**src/rtl/core/ssr_pkg.sv**
```systemverilog
// shared types, constants and lookup functions for the seven-segment rectangle renderer
package ssr_pkg;

   localparam logic [7:0] SCREEN_W = 8'd128;
   localparam logic [7:0] SCREEN_H = 8'd160;

   localparam logic [7:0] SECOND_SLOT_OFFSET_RESET = 8'd63;

   // command queue between front and back
   localparam int CMD_FIFO_DEPTH = 4;
   localparam int CMD_PTR_W      = $clog2(CMD_FIFO_DEPTH);

   localparam logic REQ_DRAW  = 1'b0;
   localparam logic REQ_CLEAR = 1'b1;

   // segment indexes, bit 0 = G up to bit 6 = A
   localparam logic [2:0] SEG_G = 3'd0;
   localparam logic [2:0] SEG_F = 3'd1;
   localparam logic [2:0] SEG_E = 3'd2;
   localparam logic [2:0] SEG_D = 3'd3;
   localparam logic [2:0] SEG_C = 3'd4;
   localparam logic [2:0] SEG_B = 3'd5;
   localparam logic [2:0] SEG_A = 3'd6;

   typedef struct packed {
      logic [7:0] x0;
      logic [7:0] x1;
      logic [7:0] y0;
      logic [7:0] y1;
   } rect_type;

   typedef struct packed {
      logic        is_clear;
      logic [6:0]  mask;
      logic [6:0]  pattern;
      logic [15:0] fg_color;
      logic [15:0] bg_color;
      logic [7:0]  x_offset;
   } cmd_type;

   function automatic logic [6:0] digit_pattern(input logic [3:0] digit);
      logic [6:0] pat;
      unique case (digit)
         4'd0: pat = 7'h7E;
         4'd1: pat = 7'h30;
         4'd2: pat = 7'h6D;
         4'd3: pat = 7'h79;
         4'd4: pat = 7'h33;
         4'd5: pat = 7'h5B;
         4'd6: pat = 7'h5F;
         4'd7: pat = 7'h70;
         4'd8: pat = 7'h7F;
         4'd9: pat = 7'h7B;
         default: pat = 7'h00;
      endcase
      return pat;
   endfunction

   function automatic rect_type seg_rect(input logic [2:0] idx);
      rect_type r;
      unique case (idx)
         SEG_G: r = '{x0: 8'd13, x1: 8'd53, y0: 8'd60,  y1: 8'd70};
         SEG_F: r = '{x0: 8'd3,  x1: 8'd13, y0: 8'd20,  y1: 8'd60};
         SEG_E: r = '{x0: 8'd3,  x1: 8'd13, y0: 8'd71,  y1: 8'd110};
         SEG_D: r = '{x0: 8'd13, x1: 8'd53, y0: 8'd110, y1: 8'd120};
         SEG_C: r = '{x0: 8'd53, x1: 8'd63, y0: 8'd70,  y1: 8'd110};
         SEG_B: r = '{x0: 8'd53, x1: 8'd63, y0: 8'd20,  y1: 8'd60};
         default: r = '{x0: 8'd13, x1: 8'd53, y0: 8'd10, y1: 8'd20};
      endcase
      return r;
   endfunction

   // lowest set bit picks segment G first
   function automatic logic [2:0] lowest_bit(input logic [6:0] m);
      logic [2:0] idx;
      idx = SEG_G;
      for (int i = 6; i >= 0; i--) begin
         if (m[i]) begin
            idx = 3'(i);
         end
      end
      return idx;
   endfunction

endpackage

```
**src/rtl/core/ssr_if.sv**
```systemverilog
// request and response channel interfaces
interface ssr_req_if;
   logic        valid;
   logic        ready;
   logic        req_type;
   logic [3:0]  digit;
   logic        slot;
   logic [15:0] color;

   modport source (output valid, req_type, digit, slot, color, input ready);
   modport sink   (input valid, req_type, digit, slot, color, output ready);
endinterface

interface ssr_rsp_if;
   logic        valid;
   logic        ready;
   logic [7:0]  x_start;
   logic [7:0]  x_end;
   logic [7:0]  y_start;
   logic [7:0]  y_end;
   logic [15:0] fill_color;
   logic        last;

   modport source (output valid, x_start, x_end, y_start, y_end, fill_color, last,
                   input ready);
   modport sink   (input valid, x_start, x_end, y_start, y_end, fill_color, last,
                   output ready);
endinterface

```
**src/rtl/core/ssr_front.sv**
```systemverilog
// front end: takes requests, tracks background and slot patterns, issues commands
module ssr_front (
   input  logic               clock,
   input  logic               reset,
   ssr_req_if.sink            req_chan,
   input  logic               csr_we,
   input  logic [7:0]         csr_wdata,
   output logic               push,
   output ssr_pkg::cmd_type   push_cmd,
   input  logic               fifo_full
);

   logic [15:0] bg_ff, bg_in;
   logic [6:0]  pat0_ff, pat0_in;
   logic [6:0]  pat1_ff, pat1_in;
   logic [7:0]  offset_ff, offset_in;

   logic        accept;
   logic [6:0]  new_pat;
   logic [6:0]  old_pat;
   logic [6:0]  mask;

   assign req_chan.ready = !fifo_full;
   assign accept         = req_chan.valid && req_chan.ready;

   always_comb begin
      new_pat = ssr_pkg::digit_pattern(req_chan.digit);
      old_pat = req_chan.slot ? pat1_ff : pat0_ff;
      // empty slot draws every lit segment, otherwise only the differences
      mask    = (old_pat == 7'd0) ? new_pat : (new_pat ^ old_pat);

      push_cmd.is_clear = (req_chan.req_type == ssr_pkg::REQ_CLEAR);
      push_cmd.mask     = mask;
      push_cmd.pattern  = new_pat;
      push_cmd.fg_color = req_chan.color;
      push_cmd.bg_color = bg_ff;
      push_cmd.x_offset = req_chan.slot ? offset_ff : 8'd0;

      if (req_chan.req_type == ssr_pkg::REQ_CLEAR) begin
         push = accept && (req_chan.color != bg_ff);
      end else begin
         push = accept && (mask != 7'd0);
      end

      bg_in     = bg_ff;
      pat0_in   = pat0_ff;
      pat1_in   = pat1_ff;
      offset_in = csr_we ? csr_wdata : offset_ff;
      if (accept) begin
         if (req_chan.req_type == ssr_pkg::REQ_CLEAR) begin
            if (req_chan.color != bg_ff) begin
               bg_in   = req_chan.color;
               pat0_in = 7'd0;
               pat1_in = 7'd0;
            end
         end else if (req_chan.slot) begin
            pat1_in = new_pat;
         end else begin
            pat0_in = new_pat;
         end
      end
   end

   always_ff @(posedge clock) begin
      if (reset) begin
         bg_ff     <= 16'd0;
         pat0_ff   <= 7'd0;
         pat1_ff   <= 7'd0;
         offset_ff <= ssr_pkg::SECOND_SLOT_OFFSET_RESET;
      end else begin
         bg_ff     <= bg_in;
         pat0_ff   <= pat0_in;
         pat1_ff   <= pat1_in;
         offset_ff <= offset_in;
      end
   end

   a_push_has_work: assert property (@(posedge clock) disable iff (reset)
      push && !push_cmd.is_clear |-> push_cmd.mask != 7'd0)
      else $error("draw command queued with nothing to draw");

endmodule

```
**src/rtl/core/ssr_cmd_fifo.sv**
```systemverilog
// short command queue between front and back
module ssr_cmd_fifo (
   input  logic               clock,
   input  logic               reset,
   input  logic               push,
   input  ssr_pkg::cmd_type   push_cmd,
   output logic               full,
   input  logic               pop,
   output ssr_pkg::cmd_type   pop_cmd,
   output logic               not_empty
);

   ssr_pkg::cmd_type                entries_ff [ssr_pkg::CMD_FIFO_DEPTH];
   logic [ssr_pkg::CMD_PTR_W-1:0]   wr_ptr_ff, wr_ptr_in;
   logic [ssr_pkg::CMD_PTR_W-1:0]   rd_ptr_ff, rd_ptr_in;
   logic [ssr_pkg::CMD_PTR_W:0]     count_ff, count_in;

   assign full      = (count_ff == (ssr_pkg::CMD_PTR_W+1)'(ssr_pkg::CMD_FIFO_DEPTH));
   assign not_empty = (count_ff != '0);
   assign pop_cmd   = entries_ff[rd_ptr_ff];

   always_comb begin
      wr_ptr_in = push ? wr_ptr_ff + 1'b1 : wr_ptr_ff;
      rd_ptr_in = pop ? rd_ptr_ff + 1'b1 : rd_ptr_ff;
      count_in  = count_ff;
      if (push && !pop) begin
         count_in = count_ff + 1'b1;
      end else if (pop && !push) begin
         count_in = count_ff - 1'b1;
      end
   end

   always_ff @(posedge clock) begin
      if (reset) begin
         wr_ptr_ff <= '0;
         rd_ptr_ff <= '0;
         count_ff  <= '0;
      end else begin
         wr_ptr_ff <= wr_ptr_in;
         rd_ptr_ff <= rd_ptr_in;
         count_ff  <= count_in;
      end
   end

   always_ff @(posedge clock) begin
      if (push) begin
         entries_ff[wr_ptr_ff] <= push_cmd;
      end
   end

   a_no_overflow: assert property (@(posedge clock) disable iff (reset)
      full |-> !push)
      else $error("command pushed into full queue");

   a_no_underflow: assert property (@(posedge clock) disable iff (reset)
      pop |-> not_empty)
      else $error("command popped from empty queue");

endmodule

```
**src/rtl/core/ssr_back.sv**
```systemverilog
// back end: walks command segment masks; one rectangle per cycle unless stalled
module ssr_back (
   input  logic               clock,
   input  logic               reset,
   input  logic               cmd_valid,
   input  ssr_pkg::cmd_type   cmd,
   output logic               pop,
   ssr_rsp_if.source          rsp_chan
);

   ssr_pkg::cmd_type cmd_ff, cmd_in;
   logic [6:0]       rem_ff, rem_in;
   logic             busy_ff, busy_in;

   logic             rsp_valid_ff, rsp_valid_in;
   logic [7:0]       x_start_ff, x_start_in;
   logic [7:0]       x_end_ff, x_end_in;
   logic [7:0]       y_start_ff, y_start_in;
   logic [7:0]       y_end_ff, y_end_in;
   logic [15:0]      fill_ff, fill_in;
   logic             last_ff, last_in;

   logic             advance;
   logic             emit;
   logic [2:0]       idx;
   logic [6:0]       pick;
   logic             is_last;
   ssr_pkg::rect_type rect;

   assign advance = !rsp_valid_ff || rsp_chan.ready;
   assign emit    = advance && busy_ff;

   always_comb begin
      idx     = ssr_pkg::lowest_bit(rem_ff);
      pick    = 7'd1 << idx;
      is_last = ((rem_ff & ~pick) == 7'd0);
      rect    = ssr_pkg::seg_rect(idx);

      // refill as the current command hands over its final rectangle
      pop = cmd_valid && (!busy_ff || (emit && is_last));

      cmd_in  = cmd_ff;
      rem_in  = rem_ff;
      busy_in = busy_ff;
      if (pop) begin
         cmd_in  = cmd;
         rem_in  = cmd.is_clear ? 7'd1 : cmd.mask;
         busy_in = 1'b1;
      end else if (emit && is_last) begin
         busy_in = 1'b0;
      end else if (emit) begin
         rem_in = rem_ff & ~pick;
      end

      rsp_valid_in = rsp_valid_ff;
      x_start_in   = x_start_ff;
      x_end_in     = x_end_ff;
      y_start_in   = y_start_ff;
      y_end_in     = y_end_ff;
      fill_in      = fill_ff;
      last_in      = last_ff;
      if (advance) begin
         rsp_valid_in = busy_ff;
         if (cmd_ff.is_clear) begin
            x_start_in = 8'd0;
            x_end_in   = ssr_pkg::SCREEN_W;
            y_start_in = 8'd0;
            y_end_in   = ssr_pkg::SCREEN_H;
            fill_in    = cmd_ff.fg_color;
         end else begin
            // column sums wrap at 8 bits
            x_start_in = rect.x0 + cmd_ff.x_offset;
            x_end_in   = rect.x1 + cmd_ff.x_offset;
            y_start_in = rect.y0;
            y_end_in   = rect.y1;
            fill_in    = cmd_ff.pattern[idx] ? cmd_ff.fg_color : cmd_ff.bg_color;
         end
         last_in = is_last;
      end
   end

   always_ff @(posedge clock) begin
      if (reset) begin
         busy_ff      <= 1'b0;
         rsp_valid_ff <= 1'b0;
      end else begin
         busy_ff      <= busy_in;
         rsp_valid_ff <= rsp_valid_in;
      end
   end

   always_ff @(posedge clock) begin
      cmd_ff     <= cmd_in;
      rem_ff     <= rem_in;
      x_start_ff <= x_start_in;
      x_end_ff   <= x_end_in;
      y_start_ff <= y_start_in;
      y_end_ff   <= y_end_in;
      fill_ff    <= fill_in;
      last_ff    <= last_in;
   end

   assign rsp_chan.valid      = rsp_valid_ff;
   assign rsp_chan.x_start    = x_start_ff;
   assign rsp_chan.x_end      = x_end_ff;
   assign rsp_chan.y_start    = y_start_ff;
   assign rsp_chan.y_end      = y_end_ff;
   assign rsp_chan.fill_color = fill_ff;
   assign rsp_chan.last       = last_ff;

   a_busy_has_work: assert property (@(posedge clock) disable iff (reset)
      busy_ff |-> rem_ff != 7'd0)
      else $error("back end busy with empty segment mask");

   a_emit_shows_word: assert property (@(posedge clock) disable iff (reset)
      emit |=> rsp_valid_ff)
      else $error("emitted rectangle did not reach the output register");

   a_mask_shrinks: assert property (@(posedge clock) disable iff (reset)
      emit && !is_last |=> busy_ff && ($countones(rem_ff) == $countones($past(rem_ff)) - 1))
      else $error("segment mask did not drop exactly one bit");

endmodule

```
**src/rtl/core/seven_segment_rect_renderer.sv**
```systemverilog
// top level of the seven-segment rectangle renderer
// Each request word turns into zero to seven rectangle words on the response channel,
// delivered at one rectangle per clock unless the response channel stalls: a draw gives
// one word per changed (or, on an empty slot, lit) segment in the order G, F, E, D, C, B,
// A, a clear to a new colour gives one full-screen word, and the final word of a request
// carries last. The front end updates background and slot patterns and accepts one
// request per cycle while its four-entry command queue has room; requests that draw
// nothing are accepted but never enter the queue. The back end walks one queued command
// at a time through its segment mask, so the sustained rate is set by the back end. The
// response is registered: an accepted request passes the queue entry and the back end's
// command register before its first word reaches the response register.
// Write csr_wdata with csr_we only while idle.
module seven_segment_rect_renderer (
   input  logic        clock,
   input  logic        reset,
   ssr_req_if.sink     req_chan,
   ssr_rsp_if.source   rsp_chan,
   input  logic        csr_we,
   input  logic [7:0]  csr_wdata
);

   logic             push;
   ssr_pkg::cmd_type push_cmd;
   logic             fifo_full;
   logic             pop;
   ssr_pkg::cmd_type pop_cmd;
   logic             fifo_not_empty;

   ssr_front u_front (
      .clock     (clock),
      .reset     (reset),
      .req_chan  (req_chan),
      .csr_we    (csr_we),
      .csr_wdata (csr_wdata),
      .push      (push),
      .push_cmd  (push_cmd),
      .fifo_full (fifo_full)
   );

   ssr_cmd_fifo u_fifo (
      .clock     (clock),
      .reset     (reset),
      .push      (push),
      .push_cmd  (push_cmd),
      .full      (fifo_full),
      .pop       (pop),
      .pop_cmd   (pop_cmd),
      .not_empty (fifo_not_empty)
   );

   ssr_back u_back (
      .clock     (clock),
      .reset     (reset),
      .cmd_valid (fifo_not_empty),
      .cmd       (pop_cmd),
      .pop       (pop),
      .rsp_chan  (rsp_chan)
   );

endmodule

```
**src/flat_wrapper.sv**
```systemverilog
// flat-port wrapper written by rule: the top's interface ports become plain ports
module seven_segment_rect_renderer_flat 
  (clock, reset, csr_we, csr_wdata, req_chan_valid, req_chan_req_type, req_chan_digit, req_chan_slot, req_chan_color, req_chan_ready, rsp_chan_valid, rsp_chan_x_start, rsp_chan_x_end, rsp_chan_y_start, rsp_chan_y_end, rsp_chan_fill_color, rsp_chan_last, rsp_chan_ready);
  ssr_req_if req_chan_i ();
  ssr_rsp_if rsp_chan_i ();
  input  logic clock;
  input  logic reset;
  input  logic csr_we;
  input  logic [7:0] csr_wdata;
  input wire logic [$bits(req_chan_i.valid)-1:0] req_chan_valid;
  input wire logic [$bits(req_chan_i.req_type)-1:0] req_chan_req_type;
  input wire logic [$bits(req_chan_i.digit)-1:0] req_chan_digit;
  input wire logic [$bits(req_chan_i.slot)-1:0] req_chan_slot;
  input wire logic [$bits(req_chan_i.color)-1:0] req_chan_color;
  output wire logic [$bits(req_chan_i.ready)-1:0] req_chan_ready;
  output wire logic [$bits(rsp_chan_i.valid)-1:0] rsp_chan_valid;
  output wire logic [$bits(rsp_chan_i.x_start)-1:0] rsp_chan_x_start;
  output wire logic [$bits(rsp_chan_i.x_end)-1:0] rsp_chan_x_end;
  output wire logic [$bits(rsp_chan_i.y_start)-1:0] rsp_chan_y_start;
  output wire logic [$bits(rsp_chan_i.y_end)-1:0] rsp_chan_y_end;
  output wire logic [$bits(rsp_chan_i.fill_color)-1:0] rsp_chan_fill_color;
  output wire logic [$bits(rsp_chan_i.last)-1:0] rsp_chan_last;
  input wire logic [$bits(rsp_chan_i.ready)-1:0] rsp_chan_ready;
  assign req_chan_i.valid = req_chan_valid;
  assign req_chan_i.req_type = req_chan_req_type;
  assign req_chan_i.digit = req_chan_digit;
  assign req_chan_i.slot = req_chan_slot;
  assign req_chan_i.color = req_chan_color;
  assign req_chan_ready = req_chan_i.ready;
  assign rsp_chan_valid = rsp_chan_i.valid;
  assign rsp_chan_x_start = rsp_chan_i.x_start;
  assign rsp_chan_x_end = rsp_chan_i.x_end;
  assign rsp_chan_y_start = rsp_chan_i.y_start;
  assign rsp_chan_y_end = rsp_chan_i.y_end;
  assign rsp_chan_fill_color = rsp_chan_i.fill_color;
  assign rsp_chan_last = rsp_chan_i.last;
  assign rsp_chan_i.ready = rsp_chan_ready;
  seven_segment_rect_renderer u_core (.clock(clock), .reset(reset), .req_chan(req_chan_i), .rsp_chan(rsp_chan_i), .csr_we(csr_we), .csr_wdata(csr_wdata));
endmodule
```
**config.mk**
```make
export PLATFORM = sky130hd
export DESIGN_NAME = seven_segment_rect_renderer_flat
export DESIGN_NICKNAME = d
export VERILOG_FILES = /design/src/rtl/core/ssr_pkg.sv /design/src/rtl/core/ssr_if.sv /design/src/rtl/core/ssr_front.sv /design/src/rtl/core/ssr_cmd_fifo.sv /design/src/rtl/core/ssr_back.sv /design/src/rtl/core/seven_segment_rect_renderer.sv /design/src/flat_wrapper.sv
export SDC_FILE = /design/constraint.sdc
export NUM_CORES = 1
export LEC_CHECK = 0
export BUFFER_PORTS_ARGS = -buffer_cell sky130_fd_sc_hd__buf_4
export CORE_MARGIN = 5
export CORE_UTILIZATION = 40
export CTS_CLUSTER_SIZE = 14
export DETAILED_ROUTE_END_ITERATION = 8
export GPL_TIMING_DRIVEN = 1
export PLACE_DENSITY = 0.57
export REMOVE_ABC_BUFFERS = 1
export SETUP_SLACK_MARGIN = 0.1
export SLEW_MARGIN = 20
export SYNTH_ARGS = -nofsm -noshare
export SYNTH_HDL_FRONTEND = slang
export SYNTH_SLANG_ARGS = --single-unit
```
**constraint.sdc**
```tcl
create_clock -name clock -period 4.3 [get_ports clock]
set_input_delay 0.215 -clock clock [delete_from_list [all_inputs] [get_ports clock]]
set_output_delay 0.215 -clock clock [all_outputs]
set_load 0.02 [all_outputs]
```
==> flow_metrics.py, run 1 <==
metrics = {
    "global_routing": {
        "grtUsageTotal": 0.1383,
        "grt_pass1_wl_microns": 44770,
        "antenna_found_initial": 0,
        "globalRouteOverflowTotal": 0,
        "grt_max_degree": 46,
        "grt_pass1_vias": 7890,
    },
    "detailed_routing": {
        "routed_wl_microns": 28010,
        "drcViolationCount": 0,
        "viasPerCell": 4.969,
        "drtIter0Drc": 466,
        "first_pass_iters": 4,
        "ant_nets": 0,
        "routedWlPerCell_microns": 19.01,
        "vias": 7325,
    },
    "layout": {
        "instances_no_fill": 1474,
        "fillers": 3105,
        "fin_util": 0.4806,
        "syn_to_final_growth_pct": 19.26,
        "drive_above_1_share": 0.2289,
        "design_area_sq_mm": 0.01747,
        "nNetsFinal": 1028,
    },
    "floorplanning": {
        "core-area_sq_mm": 0.03635,
        "dieArea_sq_mm": 0.04054,
        "ios": 86,
        "die_width_microns": 201.4,
        "initial_core_util": 0.4030,
        "die_y_microns": 201.4,
        "num_rows": 70,
    },
    "sta": {
        "finalSetupTns_ns": 0,
        "slew_headroom": 0.3419,
        "fin_skew_ns": 0.01635,
        "worst_slack_ns": 0.8714,
        "fin_crit_ns": 3.429,
        "setup_viol": 0,
        "rsz0062_at_grt": "no",
        "fmax_mhz": 291.7,
        "finalHoldViolCount": 0,
        "tightest_slew_ns": 0.9851,
        "finalCritPeriodShare": 0.7974,
        "slew_violations": 0,
    },
    "placement": {
        "place_inst": 1372,
        "portBuffers": 83,
        "dp_hpwl_microns": 17450,
        "postPlaceCellArea_sq_mm": 0.01590,
        "place_ws_ns": 0.8513,
        "place.gp.congestion": 0.7747,
    },
    "worst_setup_path": {
        "required_ns": 4.54,
        "end_kind": "flip-flop",
        "critPathKind": "reg2reg",
        "crit_family": "compound AO/OA/AOI/OAI gates",
        "path_cells": "inv_1 > a21oi_1 > o21bai_1 > and2_1 > nand2b_1 > ha_1 > nor2b_1 > o21ai_0 > nand2b_1 > a21o_1 > a21oi_1 > xor2_1 > nor2_1",
        "slowest_delay_ns": 0.49,
        "critical_path_buf_inv_count": 1,
        "startpoint_type": "flip-flop",
        "worst_path_max_delay_cell": "o21bai_1",
        "r2r_setup_slack_ns": 0.87,
        "crit_fanout": 8,
        "crit_arrival_ns": 3.67,
    },
    "cts": {
        "cts-root-buf": "clkbuf_16",
        "cts_sinks": 370,
        "h-tree-depth": 2,
        "worstSkewPairLatency_ns": 0.53,
        "ctsResizeCount": 0,
        "cts_buffer_depth": 3,
        "cts_buffers": 41,
        "cts_tree": "done",
        "path_clk_slew_ns": 0.06,
    },
    "logic_synthesis": {
        "syn_area_sq_mm": 0.01465,
        "synth.area.top_cells": "edfxtp_1, mux4_2, dfxtp_1",
        "synth_edf_count": 321,
        "ys_ff_latch": 370,
        "synth.distinct_cells": 52,
        "synth_top_family_by_area": "multiplexers",
        "syn-mean-instance-area_sq_um": 17.44,
        "synth_fa_ha_area_frac": 0.02016,
        "async_reset_ff_frac": 0,
        "synth-xor-area-share": 0.02213,
        "synth_seq_area_share": 0.7251,
        "ys.warnings.count": 0,
        "synthSimpleGateAreaFrac": 0.05237,
        "synth.top_cell.area_share": 0.6581,
        "synth_area_leader_cell": "edfxtp_1",
        "synth_compound_area_frac": 0.02981,
        "synth_common_cells": "edfxtp_1, nor2_1, mux4_2",
        "synth_most_common_cell": "edfxtp_1",
        "synth_mux_area_frac": 0.1314,
        "syn_inst": 840,
        "synth_ff_type": "edfxtp_1",
    },
    "pwr": {
        "power_density_mw_per_mm2": 700.7,
        "ir_drop_uv": 315.5,
        "leakage_nw": 6.148,
    },
    "min_path": {
        "hold_class": "in2reg",
    },
    "outcome": {
        "status": "finished clean",
    },
    "run": {
        "cap_violations": 0,
    },
}
placed cells by master, fill, tap and decap left out, types with 9 or more instances in the layout:
master,instances
edfxtp_1,321
inv_1,26
nor2_1,71
mux2_1,16
and2_1,13
mux2i_1,49
a21oi_1,22
xor2_1,9
buf_4,95
clkinv_1,9
dfxtp_1,47
nand2b_1,13
mux4_2,55
xnor2_1,28
clkbuf_16,41
ha_1,18
dlygate4sd3_1,25
nand2_1,16
o21ai_1,11
sequential cells by signal, indices dropped and copies added, names as in the netlist, 2 cells and up, named ones only:
register                           count
u_core.u_fifo.rd_ptr_ff                2
u_core.u_front.bg_ff                  16
u_core.u_back.rsp_chan.x_end           7
u_core.u_back.cmd_ff                  48
u_core.u_fifo.count_ff                 3
u_core.u_fifo.entries_ff             220
u_core.u_back.rsp_chan.y_start         7
u_core.u_back.rem_ff                   7
u_core.u_back.rsp_chan.fill_color     16
u_core.u_fifo.wr_ptr_ff                2
u_core.u_front.pat1_ff                 7
u_core.u_front.offset_ff               8
u_core.u_front.pat0_ff                 7
u_core.u_back.rsp_chan.y_end           7
u_core.u_back.rsp_chan.x_start         8
cell families (layout without fill, tap and decap cells):
| logic type | count (synthesis) | in the layout |
|---|---|---|
| xor gates and xnor gates | 37 | 37 |
| other | 1 | 3 |
| AOI/OAI and AO/OA | 68 | 68 |
| and+or+nand+nor | 156 | 156 |
| adders and majority gates | 22 | 22 |
| muxes | 121 | 121 |
| DFF | 370 | 370 |
| buffers and inverters | 65 | 229 |
tightest hold or removal path: stages:
cell	delay, ns
buf_4	0.16
mux2i_1	0.09
nand2_1	0.06
final timing paths:
kind,from,to,depth (start not counted)
min reg2reg,u_core.u_front.offset_ff[2]$_SDFFE_PP1P_,u_core.u_front.offset_ff[2]$_SDFFE_PP1P_,2
max,u_core.u_back.rem_ff[3]$_DFFE_PP_,u_core.u_back.rsp_chan.x_start[6]$_SDFFCE_PP0N_,13
max reg2reg,u_core.u_back.rem_ff[3]$_DFFE_PP_,u_core.u_back.rsp_chan.x_start[6]$_SDFFCE_PP0N_,13
min,csr_we,u_core.u_front.offset_ff[0]$_SDFFE_PP1P_,3
final cells by class:
| class | instances | area [sq um] | area share |
|---|---|---|---|
| Clock buffer | 53 | 1111 | 0.06361 |
| Sequential cell | 370 | 10630 | 0.6083 |
| Inverter | 28 | 105.1 | 0.006017 |
| Timing Repair Buffer | 125 | 1064 | 0.06088 |
| Clock inverter | 23 | 209.0 | 0.01196 |
| Antenna cell | 1 | 2.502 | 0.0001433 |
| Multi-Input combinational cell | 406 | 3766 | 0.2156 |
| Tap cell | 468 | 585.6 | 0.03352 |
report_power, final:
| group | leakage, nW | internal, mW | switching, mW | total (mW) |
|---|---|---|---|---|
| logic | 2.06 | 1.51 | 1.88 | 3.39 |
| registers | 3.45 | 5.02 | 0.452 | 5.47 |
| clock network | 0.639 | 2.01 | 1.37 | 3.38 |
| total | 6.15 | 8.54 | 3.70 | 12.2 |
metal layers:
layer | wire length, microns | up-vias | track usage
li1 | - | 3470 | -
met1 | 12700 | 3693 | 0.1843
met2 | 13730 | 111 | 0.2353
met3 | 968 | 51 | 0.02401
met4 | 621 | 0 | 0.03979
met5 | 0 | - | 0
metrics by stage:
| step | total power, mW | hold WS [ns] |
|---|---|---|
| global placement | 8.959 | 0.4340 |
| detailed placement | 8.997 | 0.4350 |
| global route | 12.94 | 0.02706 |
| CTS | 12.44 | 0.005012 |
| finish | 12.24 | 0.02444 |
| floorplan | 7.770 | 0.2841 |
what timing repair did:
item,4_1_cts,5_1_grt
setup buffers,0,0
hold buffers,25,0
endpoints found under the hold margin,92,0
(Power assumes the default switching activity.)
==> inputs of run 2 (changes only) <==
--- a/config.mk
+++ b/config.mk
@@ -5,13 +5,14 @@
 export SDC_FILE = /design/constraint.sdc
 export NUM_CORES = 1
 export LEC_CHECK = 0
+export ABC_AREA = 1
 export BUFFER_PORTS_ARGS = -buffer_cell sky130_fd_sc_hd__buf_4
 export CORE_MARGIN = 5
 export CORE_UTILIZATION = 40
 export CTS_CLUSTER_SIZE = 14
 export DETAILED_ROUTE_END_ITERATION = 8
 export GPL_TIMING_DRIVEN = 1
-export PLACE_DENSITY = 0.57
+export PLACE_DENSITY = 0.59
 export REMOVE_ABC_BUFFERS = 1
 export SETUP_SLACK_MARGIN = 0.1
 export SLEW_MARGIN = 20
==> constraint.sdc (replaced) <==
create_clock -name clock -period 3 [get_ports clock]
set_input_delay 0.15 -clock clock [delete_from_list [all_inputs] [get_ports clock]]
set_output_delay 0.15 -clock clock [all_outputs]
set_load 0.02 [all_outputs]
==> run 2 against run 1 <==
Against the previous run: global-route usage is 2.0 points higher; cell count is 29% higher; via count is 30% higher; total power is 61% higher; first-iteration DRC count is 11% higher; sequential power is 43% higher; fmax is 26% higher; sequential share of layout area is 1.9 points lower; critical path type unchanged.
==> flow_metrics.py, run 2 <==
metrics = {
    "outcome": {
        "status": "finished clean",
    },
    "detailed_routing": {
        "drtIter0Drc": 518,
        "drcViolationCount": 0,
        "viasPerCell": 4.988,
        "ant_nets": 0,
        "routedWlPerCell_microns": 17.20,
        "vias": 9507,
        "first_pass_iters": 4,
        "routed_wl_microns": 32780,
    },
    "pwr": {
        "power_density_mw_per_mm2": 1093,
        "leakage_nw": 6.902,
        "finalPower_mw": 19.69,
        "ir_drop_uv": 516.6,
    },
    "sta": {
        "slew_violations": 0,
        "fin_skew_ns": 0.01817,
        "finalCritPeriodShare": 0.9104,
        "fin_crit_ns": 2.731,
        "setup_viol": 0,
        "finalSetupTns_ns": 0,
        "tightest_slew_ns": 0.8228,
        "timing.hold.ws_ns": 0.1541,
        "rsz0062_at_grt": "yes",
        "finalHoldViolCount": 0,
        "fmax_mhz": 366.1,
        "slew_headroom": 0.4478,
    },
    "layout": {
        "fin_util": 0.4900,
        "syn_to_final_growth_pct": 20.43,
        "final_cell_mix": "edfxtp_1, nor2_1, nand2_1",
        "regMostFlops": "u_core.u_fifo.entries_ff",
        "final_common_cell": "edfxtp_1",
        "reg.largest.list": "u_core.u_fifo.entries_ff x220, u_core.u_back.cmd_ff x48",
        "nNetsFinal": 1463,
        "instances_no_fill": 1906,
        "diodes": 0,
        "drive_above_1_share": 0.1599,
        "largest_reg_flops": 220,
    },
    "global_routing": {
        "antenna_found_initial": 0,
        "grt_max_degree": 84,
        "grtUsageTotal": 0.1580,
        "grt_pass1_wl_microns": 52180,
        "globalRouteOverflowTotal": 0,
        "grt_pass1_vias": 9497,
    },
    "logic_synthesis": {
        "synth_area_leader_cell": "edfxtp_1",
        "syn-mean-instance-area_sq_um": 11.81,
        "synth_seq_area_share": 0.7096,
        "synth.distinct_cells": 38,
        "ys.warnings.count": 0,
        "synth_most_common_cell": "edfxtp_1",
        "synth.area.top_cells": "edfxtp_1, dfxtp_1, nor2_1",
        "async_reset_ff_frac": 0,
        "synth_common_cells": "edfxtp_1, nor2_1, nand2_1",
        "syn_area_sq_mm": 0.01497,
        "syn_inst": 1267,
        "synth.top_cell.area_share": 0.6441,
        "synth_ff_type": "edfxtp_1",
        "synth_edf_count": 321,
        "ys_ff_latch": 370,
    },
    "floorplanning": {
        "die_y_microns": 203.4,
        "ios": 86,
        "dieArea_sq_mm": 0.04138,
        "initial_core_util": 0.4068,
        "num_rows": 70,
        "die_width_microns": 203.4,
        "core-area_sq_mm": 0.03679,
    },
    "worst_setup_path": {
        "critPathCapture": "u_core.u_back.rsp_chan.x_end[6]$_SDFFCE_PP0N_",
        "end_kind": "flip-flop",
        "r2r_end": "u_core.u_back.rsp_chan.x_end[6]$_SDFFCE_PP0N_",
        "rr_worst_depth": 20,
        "critPathKind": "reg2reg",
        "startpoint_type": "flip-flop",
        "r2r_setup_slack_ns": 0.27,
        "crit_fanout": 4,
        "reg2reg_from": "u_core.u_back.rem_ff[5]$_DFFE_PP_",
        "crit_path_start": "u_core.u_back.rem_ff[5]$_DFFE_PP_",
        "required_ns": 3.26,
        "crit_arrival_ns": 2.99,
    },
    "cts": {
        "path_clk_slew_ns": 0.06,
        "cts_buffers": 39,
        "worstSkewPairLatency_ns": 0.53,
        "cts_tree": "done",
        "h-tree-depth": 2,
        "cts_sinks": 370,
        "cts-root-buf": "clkbuf_16",
        "cts_buffer_depth": 3,
    },
    "placement": {
        "place_inst": 1794,
        "portBuffers": 83,
        "place.gp.congestion": 0.7857,
        "dp_hpwl_microns": 18900,
    },
    "run": {
        "cap_violations": 0,
    },
    "min_path": {
        "worstHoldStart": "req_chan_slot",
        "hold_class": "in2reg",
    },
}
## run 2: worst max-delay path, stage by stage, from the launching register on
cell	delay, ns
edfxtp_1	0.40
buf_4	0.16
nand2_1	0.06
nand2_1	0.05
nand2_1	0.09
nand2_2	0.08
a21oi_2	0.14
nand2_1	0.09
nand2_2	0.10
inv_1	0.06
nand2_1	0.13
inv_1	0.11
ha_4	0.26
a21oi_2	0.14
inv_1	0.06
nand2_1	0.06
inv_1	0.05
nor2_1	0.11
o21bai_1	0.10
o21ai_0	0.15
a21oi_1	0.08
## run 2: how the worst min path moves through the flow
stage / end / cells after the start
floorplan: u_core.u_back.busy_ff$_SDFFE_PP0P_ / 1
global placement: u_core.u_front.offset_ff[7]$_SDFFE_PP0P_ / 3
detailed placement: u_core.u_front.offset_ff[4]$_SDFFE_PP1P_ / 3
CTS: u_core.u_front.offset_ff[2]$_SDFFE_PP1P_ / 4
global route: u_core.u_fifo.entries_ff[2][1]$_DFFE_PP_ / 3
finish: u_core.u_fifo.entries_ff[2][1]$_DFFE_PP_ / 3
## run 2: power breakdown
group	total (mW)	internal [mW]	leakage (nW)	switching [mW]
sequential	7.83	7.34	3.50	0.488
combinational	7.13	2.43	2.79	4.70
clock	4.74	2.82	0.615	1.91
total	19.7	12.6	6.90	7.10
## run 2: per-layer routing
metal / vias up / track usage / routed length, microns
li1: 4694 / - / -
met1: 4594 / 0.2130 / 14760
met2: 174 / 0.2700 / 16030
met3: 45 / 0.02242 / 1337
met4: 0 / 0.04360 / 647
met5: - / 0 / 0
## run 2: area by class of cell
cell class | instances | area, sq um
Tap cell | 468 | 585.6
Inverter | 94 | 352.8
Clock inverter | 22 | 219.0
Timing Repair Buffer | 156 | 1331
Sequential cell | 370 | 10620
Multi-Input combinational cell | 746 | 3865
Fill cell | 3277 | 18760
Clock buffer | 50 | 1049
## run 2: what timing repair did
item / CTS / global route
pin swaps: 0 / 3
endpoints found under the hold margin: 100 / 0
hold buffers: 34 / 0
gates resized for setup: 2 / 22
setup buffers: 2 / 4
setup endpoints to repair: 1 / 7
## run 2: cell families after synthesis
group,count (synthesis),synth area share
adders and majority gates,21,0.01906
DFF,370,0.7096
other,1,0.0002506
buffers and inverters,152,0.04005
AOI/OAI and AO/OA,259,0.09640
and+or+nand+nor,439,0.1200
xor gates and xnor gates,25,0.01463
## run 2: per-stage QoR
step / instance area [sq um] / setup slack (ns)
after floorplan: 14720 / -1.437
after global placement: 16290 / 0.06861
after detailed placement: 16290 / 0.002712
after CTS: 17910 / 0.1385
after global routing: 18020 / 0.07236
final: 18020 / 0.2688
